<file path="src/rtl/cbcn_pkg.sv">
package cbcn_pkg;

    localparam int COORD_BITS       = 16;
    localparam int RADIUS_BITS      = 12;
    localparam int NORMAL_BITS      = 16;
    localparam int NORMAL_FRAC_BITS = 14;

    localparam int EXT_BITS  = COORD_BITS + 2;
    localparam int SQ_BITS   = 2 * RADIUS_BITS;
    localparam int D2_BITS   = SQ_BITS + 1;
    localparam int ACC_BITS  = SQ_BITS + 2 * NORMAL_FRAC_BITS + 8;
    localparam int Q_BITS    = NORMAL_FRAC_BITS + 1;
    localparam int STEPS     = NORMAL_FRAC_BITS + 1;

    localparam logic [1:0] FACE_LEFT   = 2'd0;
    localparam logic [1:0] FACE_RIGHT  = 2'd1;
    localparam logic [1:0] FACE_TOP    = 2'd2;
    localparam logic [1:0] FACE_BOTTOM = 2'd3;

    typedef struct packed {
        logic signed [COORD_BITS-1:0] center_x;
        logic signed [COORD_BITS-1:0] center_y;
        logic [RADIUS_BITS-1:0]       radius;
        logic signed [COORD_BITS-1:0] box_x;
        logic signed [COORD_BITS-1:0] box_y;
        logic [COORD_BITS-2:0]        box_width;
        logic [COORD_BITS-2:0]        box_height;
    } item_t;

    typedef struct packed {
        logic                          hit;
        logic signed [NORMAL_BITS-1:0] normal_x;
        logic signed [NORMAL_BITS-1:0] normal_y;
    } result_t;

    // state carried through the normalising steps
    typedef struct packed {
        logic                       hit;
        logic                       enclosed;
        logic                       neg_x;
        logic                       neg_y;
        logic [1:0]                 face;
        logic [D2_BITS-1:0]         d2;
        logic [SQ_BITS-1:0]         sq_x;
        logic [SQ_BITS-1:0]         sq_y;
        logic signed [ACC_BITS-1:0] e_x;
        logic signed [ACC_BITS-1:0] l_x;
        logic signed [ACC_BITS-1:0] e_y;
        logic signed [ACC_BITS-1:0] l_y;
        logic [Q_BITS-1:0]          q_x;
        logic [Q_BITS-1:0]          q_y;
    } nrm_t;

endpackage

</file>
<file path="src/rtl/cbcn_front.sv">
module cbcn_front (
    input  logic           clk,
    input  logic           rst_n,
    input  logic           adv,
    input  logic           in_vld,
    input  cbcn_pkg::item_t in_item,
    output logic           out_vld,
    output cbcn_pkg::nrm_t out_st
);
    import cbcn_pkg::*;

    // stage 1: clamp, offsets, face distances
    logic                       v1_reg;
    logic signed [EXT_BITS-1:0] dx_reg, dy_reg;
    logic signed [EXT_BITS-1:0] f_reg [4];
    logic [RADIUS_BITS-1:0]     r1_reg;

    logic signed [EXT_BITS-1:0] cx, cy, bx, by, hx, hy, kx, ky;

    always_comb
    begin
        cx = EXT_BITS'(in_item.center_x);
        cy = EXT_BITS'(in_item.center_y);
        bx = EXT_BITS'(in_item.box_x);
        by = EXT_BITS'(in_item.box_y);
        hx = bx + $signed({3'b000, in_item.box_width});
        hy = by + $signed({3'b000, in_item.box_height});
        kx = (cx < bx) ? bx : ((cx > hx) ? hx : cx);
        ky = (cy < by) ? by : ((cy > hy) ? hy : cy);
    end

    always_ff @(posedge clk or negedge rst_n)
    begin
        if (!rst_n)
        begin
            v1_reg <= 1'b0;
        end
        else if (adv)
        begin
            v1_reg <= in_vld;
        end
    end

    always_ff @(posedge clk)
    begin
        if (adv)
        begin
            dx_reg   <= cx - kx;
            dy_reg   <= cy - ky;
            f_reg[0] <= cx - bx;
            f_reg[1] <= hx - cx;
            f_reg[2] <= cy - by;
            f_reg[3] <= hy - cy;
            r1_reg   <= in_item.radius;
        end
    end

    // stage 2: magnitudes, squares, nearest face
    logic                   v2_reg, ok_reg, nx_reg, ny_reg;
    logic [SQ_BITS-1:0]     sqx_reg, sqy_reg, r2_reg;
    logic [1:0]             face_reg;

    logic [EXT_BITS-1:0]    ax, ay;
    logic [RADIUS_BITS-1:0] mx, my;
    logic [1:0]             best;
    logic signed [EXT_BITS-1:0] bestv;

    always_comb
    begin
        ax = dx_reg[EXT_BITS-1] ? EXT_BITS'(-dx_reg) : EXT_BITS'(dx_reg);
        ay = dy_reg[EXT_BITS-1] ? EXT_BITS'(-dy_reg) : EXT_BITS'(dy_reg);
        mx = ax[RADIUS_BITS-1:0];
        my = ay[RADIUS_BITS-1:0];
        best  = FACE_LEFT;
        bestv = f_reg[0];
        if (f_reg[1] < bestv)
        begin
            best  = FACE_RIGHT;
            bestv = f_reg[1];
        end
        if (f_reg[2] < bestv)
        begin
            best  = FACE_TOP;
            bestv = f_reg[2];
        end
        if (f_reg[3] < bestv)
        begin
            best = FACE_BOTTOM;
        end
    end

    always_ff @(posedge clk or negedge rst_n)
    begin
        if (!rst_n)
        begin
            v2_reg <= 1'b0;
        end
        else if (adv)
        begin
            v2_reg <= v1_reg;
        end
    end

    always_ff @(posedge clk)
    begin
        if (adv)
        begin
            ok_reg   <= (ax <= EXT_BITS'(r1_reg)) && (ay <= EXT_BITS'(r1_reg));
            nx_reg   <= dx_reg[EXT_BITS-1];
            ny_reg   <= dy_reg[EXT_BITS-1];
            sqx_reg  <= mx * mx;
            sqy_reg  <= my * my;
            r2_reg   <= r1_reg * r1_reg;
            face_reg <= best;
        end
    end

    // stage 3: squared distance, hit, step seeds
    logic               v3_reg;
    nrm_t               st_reg;
    logic [D2_BITS-1:0] d2;
    logic signed [ACC_BITS-1:0] d2e;

    always_comb
    begin
        d2  = D2_BITS'(sqx_reg) + D2_BITS'(sqy_reg);
        d2e = $signed(ACC_BITS'(d2));
    end

    always_ff @(posedge clk or negedge rst_n)
    begin
        if (!rst_n)
        begin
            v3_reg <= 1'b0;
        end
        else if (adv)
        begin
            v3_reg <= v2_reg;
        end
    end

    always_ff @(posedge clk)
    begin
        if (adv)
        begin
            st_reg.hit      <= ok_reg && (d2 <= D2_BITS'(r2_reg));
            st_reg.enclosed <= (d2 == '0);
            st_reg.neg_x    <= nx_reg;
            st_reg.neg_y    <= ny_reg;
            st_reg.face     <= face_reg;
            st_reg.d2       <= d2;
            st_reg.sq_x     <= sqx_reg;
            st_reg.sq_y     <= sqy_reg;
            st_reg.e_x      <= d2e;
            st_reg.l_x      <= -d2e;
            st_reg.e_y      <= d2e;
            st_reg.l_y      <= -d2e;
            st_reg.q_x      <= '0;
            st_reg.q_y      <= '0;
        end
    end

    assign out_vld = v3_reg;
    assign out_st  = st_reg;

endmodule

</file>
<file path="config.mk">
export PLATFORM = sky130hd
export DESIGN_NAME = cbcn_front
export DESIGN_NICKNAME = d
export VERILOG_FILES = /design/src/rtl/cbcn_pkg.sv /design/src/rtl/cbcn_front.sv
export SDC_FILE = /design/constraint.sdc
export NUM_CORES = 1
export LEC_CHECK = 0
export BUFFER_PORTS_ARGS = -buffer_cell sky130_fd_sc_hd__buf_2
export CORE_ASPECT_RATIO = 1.4
export CORE_MARGIN = 5
export CORE_UTILIZATION = 41
export DETAILED_ROUTE_END_ITERATION = 12
export PLACE_DENSITY = 0.7
export RECOVER_POWER = 25
export SYNTH_ARGS = -nofsm -noshare
export SYNTH_HDL_FRONTEND = slang
export SYNTH_SLANG_ARGS = --single-unit
export TNS_END_PERCENT = 50
</file>
<file path="constraint.sdc">
create_clock -name clk -period 14.6 [get_ports clk]
set_input_delay 2.19 -clock clk [delete_from_list [all_inputs] [get_ports clk]]
set_output_delay 2.19 -clock clk [all_outputs]
set_load 0.05 [all_outputs]
</file>
=== Word-level counts from Yosys, hierarchy flattened ===
Memory sizes are Yosys's and may differ from the RTL's.
Cells that the tools add are included.

* Register bits after elaboration: 267
* Memory bits (writable): 72
* Word-level logic and storage cells: 65
* Memories: 1

{| class="wikitable"
|+ Memories
! memory !! depth !! width !! read ports !! clocked after memory_dff !! wr ports !! line !! source
|-
| f_reg || 4 || 18 || 4 || 0 || 4 || cbcn_front.sv:15 || <nowiki>logic signed [EXT_BITS-1:0] f_reg [4];</nowiki>
|}

* Add/sub/neg operators: 12
* $mul: 3
* Magnitude comparators: 10
* Muxes and demuxes: 12
* Reduce and logical (&&, ||, !) cells: 4

{| class="wikitable"
|+ Operators by type and width
! kind !! count
|-
| $mux 18 || 8
|-
| $mul 12x12->24 || 3
|-
| $neg 25->60 || 1
|-
| $lt 18x18->1 || 3
|-
| $le 18x12->1 || 2
|-
| $neg 18->18 || 2
|-
| $sub 16x18->18 || 2
|-
| $sub 17x16->18 || 2
|-
| $add 16x16->17 || 2
|-
| $gt 16x17->1 || 2
|-
| $sub 16x16->17 || 2
|-
| $lt 16x16->1 || 2
|-
| $add 24x24->25 || 1
|-
| $le 25x24->1 || 1
|-
| $logic_not 25->1 || 1
|-
| $mux 1 || 4
|-
| $logic_and 1x1->1 || 2
|-
| $reduce_or 2->1 || 1
|}

=== Longest topological paths before layout ===
An unclocked memory read counts as a cell.

* Word-level depth: 7
* Mapped depth: 34

=== Least setup slack after synthesis ===
OpenSTA, ideal clock, no wires.

* Kind: input -> register
* From: input in_item[0] (netlist bit)
* To: register dy_reg[16], data pin
* Setup time: 0.258 ns
* Arrival time: 8.213 ns
* Required time: 14.342 ns
* Setup slack: 6.129 ns
* Cell stages on the path: 32
* Path buffers: 1
* Cells stage by stage: ha_1 > inv_1 > fa_1 > nor2b_1 > o21ai_0 > a21boi_0 > o41a_1 > a41o_1 > o41ai_1 > o21ai_0 > xor2_1 > ha_1 > nand3_1 > nor3_1 > o31a_1 > o31ai_1 > clkbuf_1 > a21oi_1 > a21oi_1 > ha_1 > inv_1 > fa_1 > a21o_1 > a21oi_1 > o21bai_1 > a211oi_1 > nor3_1 > nor2_1 > a21oi_1 > a211o_1 > a21oi_1 > xnor2_1

* Word-level cells in the longest chain between the ends: 5

{| class="wikitable"
|+ RTL lines
! what !! line !! source
|-
| from (decl) || cbcn_front.sv:6 || <nowiki>input cbcn_pkg::item_t in_item,</nowiki>
|-
| $add 16x16->17 (*) || cbcn_front.sv:27 || <nowiki>hy = by + $signed({3'b000, in_item.box_height});</nowiki>
|-
| $gt 16x17->1 || cbcn_front.sv:29 || <nowiki>ky = (cy < by) ? by : ((cy > hy) ? hy : cy);</nowiki>
|-
| $mux 18 (*) (2 in a row) || cbcn_front.sv:29 ||
|-
| $sub 16x18->18 (*) || cbcn_front.sv:49 || <nowiki>dy_reg <= cy - ky;</nowiki>
|-
| to (signal assigned) || cbcn_front.sv:49 ||
|-
| to (decl) || cbcn_front.sv:14 || <nowiki>logic signed [EXT_BITS-1:0] dx_reg, dy_reg;</nowiki>
|}

Every way passes the cells marked *; elsewhere a longest branch is shown, timed or not.
A chain may end at the register's enable or synchronous reset.

=== Worst setup path in the final report ===
* From: input in_item[30] (netlist bit)
* To: register dy_reg[16], data pin

* Word-level cells in the longest chain between the ends: 5
* Elaborated cells between the ends (all ways): 6

{| class="wikitable"
|+ RTL lines
! what !! line
|-
| $add 16x16->17 || cbcn_front.sv:27
|-
| $gt 16x17->1 || cbcn_front.sv:29
|-
| $mux 18 || cbcn_front.sv:29
|-
| $mux 18 (*) || cbcn_front.sv:29
|-
| $sub 16x18->18 (*) || cbcn_front.sv:49
|}

Marked as above.

==> impl_metrics.yaml <==
sta:
  fin_tns_setup_ns: 0
  fin_crit_ns: 8.61
  tightest_slew_ns: 4.85
  hold_viol: 0
  relSlewSlack: -2.23
  holdWs_ns: 0.419
  maxSlewViolCount: 87
  timing.fmax_mhz: 116
  fin_ws_ns: 5.99
  finClkSkew_ns: 0.0261
  setup_viol: 0
  period_share: 0.590
  grt_setup_unrepaired: "no"
finish:
  areaGrowthSynthToFinish_pct: 8.96
  multiInputGateArea_um2: 20500
  nNetsFinal: 4421
  seq_area_um2: 9590
  drive_gt1_frac: 0.129
  fillers: 7593
  largest_register_ffs: 125
synthesis:
  yosys.area_share.adder: 0.308
  synthSimpleGateAreaFrac: 0.119
  yosysWarnings: 0
  synth_cell_type_count: 83
  avgSynthCellArea_um2: 9.84
  async_flop_share: 0.00938
  ys_top_cells_by_area: "edfxtp_1 29%, ha_1 16%, fa_1 15%, buf_4 5.1%, inv_1 5.0%"
  synth_compound_area_frac: 0.108
  synth_ff_type: "edfxtp_1"
  synth_most_common_cell: "inv_1"
  synth_common_cells: "439 x inv_1, 432 x ha_1, 345 x nor2_1"
  synth_area_um2: 33300
  synth-xor-area-share: 0.0582
  synth-seq-area-share: 0.288
  synth_top_family_by_area: "adder cells"
  muxShareOfSynthArea: 0.0126
  yosysTopAreaCell: "edfxtp_1"
  yosys_register_bits: 320
  synth-edff-count: 317
  synth_cells: 3383
  synth.top_cell.area_share: 0.286
outcome:
  violations: "max-capacitance violations, max-slew violations"
  status: "finished with violations"
critical_path:
  timing.rr.end: "sqy_reg[23]"
  crit_path_end_kind: "flip-flop"
  crit_fanout: 35
  critPathMaxStageDelay_ns: 0.41
  cpMostUsedCell: "a21oi_1"
  r2r_cells: 24
  r2r-start: "dy_reg[0]"
  required_ns: 14.90
  startpoint: "in_item[30]"
  reg2reg_slack_ns: 5.99
  arrival_ns: 8.91
  slowest_stage: "o41ai_1"
  start_kind: "input pin"
  endpoint: "dy_reg[16]"
  critPathKind: "in -> reg"
die:
  dieArea_um2: 87000
  ioPinCount: 460
  core_um2: 80500
  die_y_um: 347
  start_util: 0.413
  die_width_um: 251
  rows: 123
detailed_routing:
  vias_per_cell: 5.08
  ant_nets: 0
  drc: 0
  drt-initial-drc-count: 1029
  dr.pass1.iters: 5
  vias: 24000
  wl_um: 80800
  wl_per_cell_um: 17.1
cts:
  cts_max_level: 2
  cts_hold_buf: 0
  cts_buffers: 36
  clk_pin_slew_ns: 0.06
  cts_setup_buffers: 0
  cts_tree: "built"
  clk_latency_ns: 0.56
  cts_sinks: 320
  cts_resized: 0
  clk_path_buf_depth: 3
  clockRootBuffer: "clkbuf_16"
min_path:
  min_path_type: "reg -> reg"
global_route:
  grt_max_degree: 165
  grt_overflow: 0
  grt_pass1_wl_um: 129000
  grt_pass1_vias: 24800
  grt.total_usage: 0.182
  antenna_found_initial: 4
place:
  pre_cts_ws_ns: 5.54
  gp_congestion: 0.910
  port_buffers: 357
  hpwl_um: 67500
flow_run:
  cap_violations: 1
-- metrics by stage --
step                      cells  utilization  cell area [um^2]
after floorplan            3484            -             33700
after global placement     4661        0.437             35200
after detailed placement   4661        0.437             35200
after CTS                  4727        0.451             36300
after global routing       4727        0.450             36300
final                      4728        0.451             36300
-- cells by family (layout without fill, tap and decap cells) --
group           count (synthesis)  count (layout)
buf+inv                       718             899
compound gates                559             559
mux                            41              41
simple gates                  849             849
other cells                     1             103
flops                         320             320
xor+xnor                      221             221
fa+ha+maj                     674             674
-- placed cells by master (no fill, tap or decap), types with 37 or more instances in the layout --
cell	instances
edfxtp_1	317
nor2_1	345
nand2_1	186
nor3_1	59
a21oi_1	162
fa_1	242
inv_1	440
nand2b_1	37
conb_1	102
nand3_1	43
xor2_1	55
ha_1	432
clkbuf_16	37
o21ai_0	124
a21o_1	47
xnor2_1	166
buf_2	350
nor2b_1	38
-- worst min path at each step --
stage                           start     endpoint  slack [ns]  depth (start not counted)
after floorplan           face_reg[0]  out_st[343]        0.40                          0
after global placement         ny_reg  out_st[345]        0.40                          0
after detailed placement       nx_reg  out_st[346]        0.41                          0
after CTS                      nx_reg  out_st[346]        0.42                          0
after global routing           nx_reg  out_st[346]        0.43                          0
final                          nx_reg  out_st[346]        0.42                          0
-- cell type report --
cell class                      instances  share of cell area
Antenna cell                            1           0.0000690
Timing Repair Buffer                  381              0.0543
Tap cell                             1062              0.0366
Clock buffer                           44              0.0265
Inverter                              452              0.0468
Sequential cell                       320               0.265
Clock inverter                         22             0.00535
Multi-Input combinational cell       2446               0.566
-- per-layer routing --
metal | part of all wire | track usage | vias up
li1 | - | - | 11700
met1 | 0.37 | 0.197 | 11500
met5 | 0.00026 | 0 | -
met2 | 0.53 | 0.350 | 625
met4 | 0.052 | 0.0841 | 4
met3 | 0.045 | 0.0226 | 179
-- worst max-delay path, delay by kind of cell --
| kind | cells | cell delay, ns |
|---|---|---|
| adder cells (fa/ha/maj) | 5 | 1.33 |
| AO/OA/AOI/OAI | 17 | 4.07 |
| XOR/XNOR | 2 | 0.28 |
| AND/OR/NAND/NOR | 5 | 0.46 |
| buffers and inverters | 4 | 0.58 |
Power is left out: the tool's default activity adds up to more than one toggle a clock period on the data nets, which glitch-free logic cannot reach.
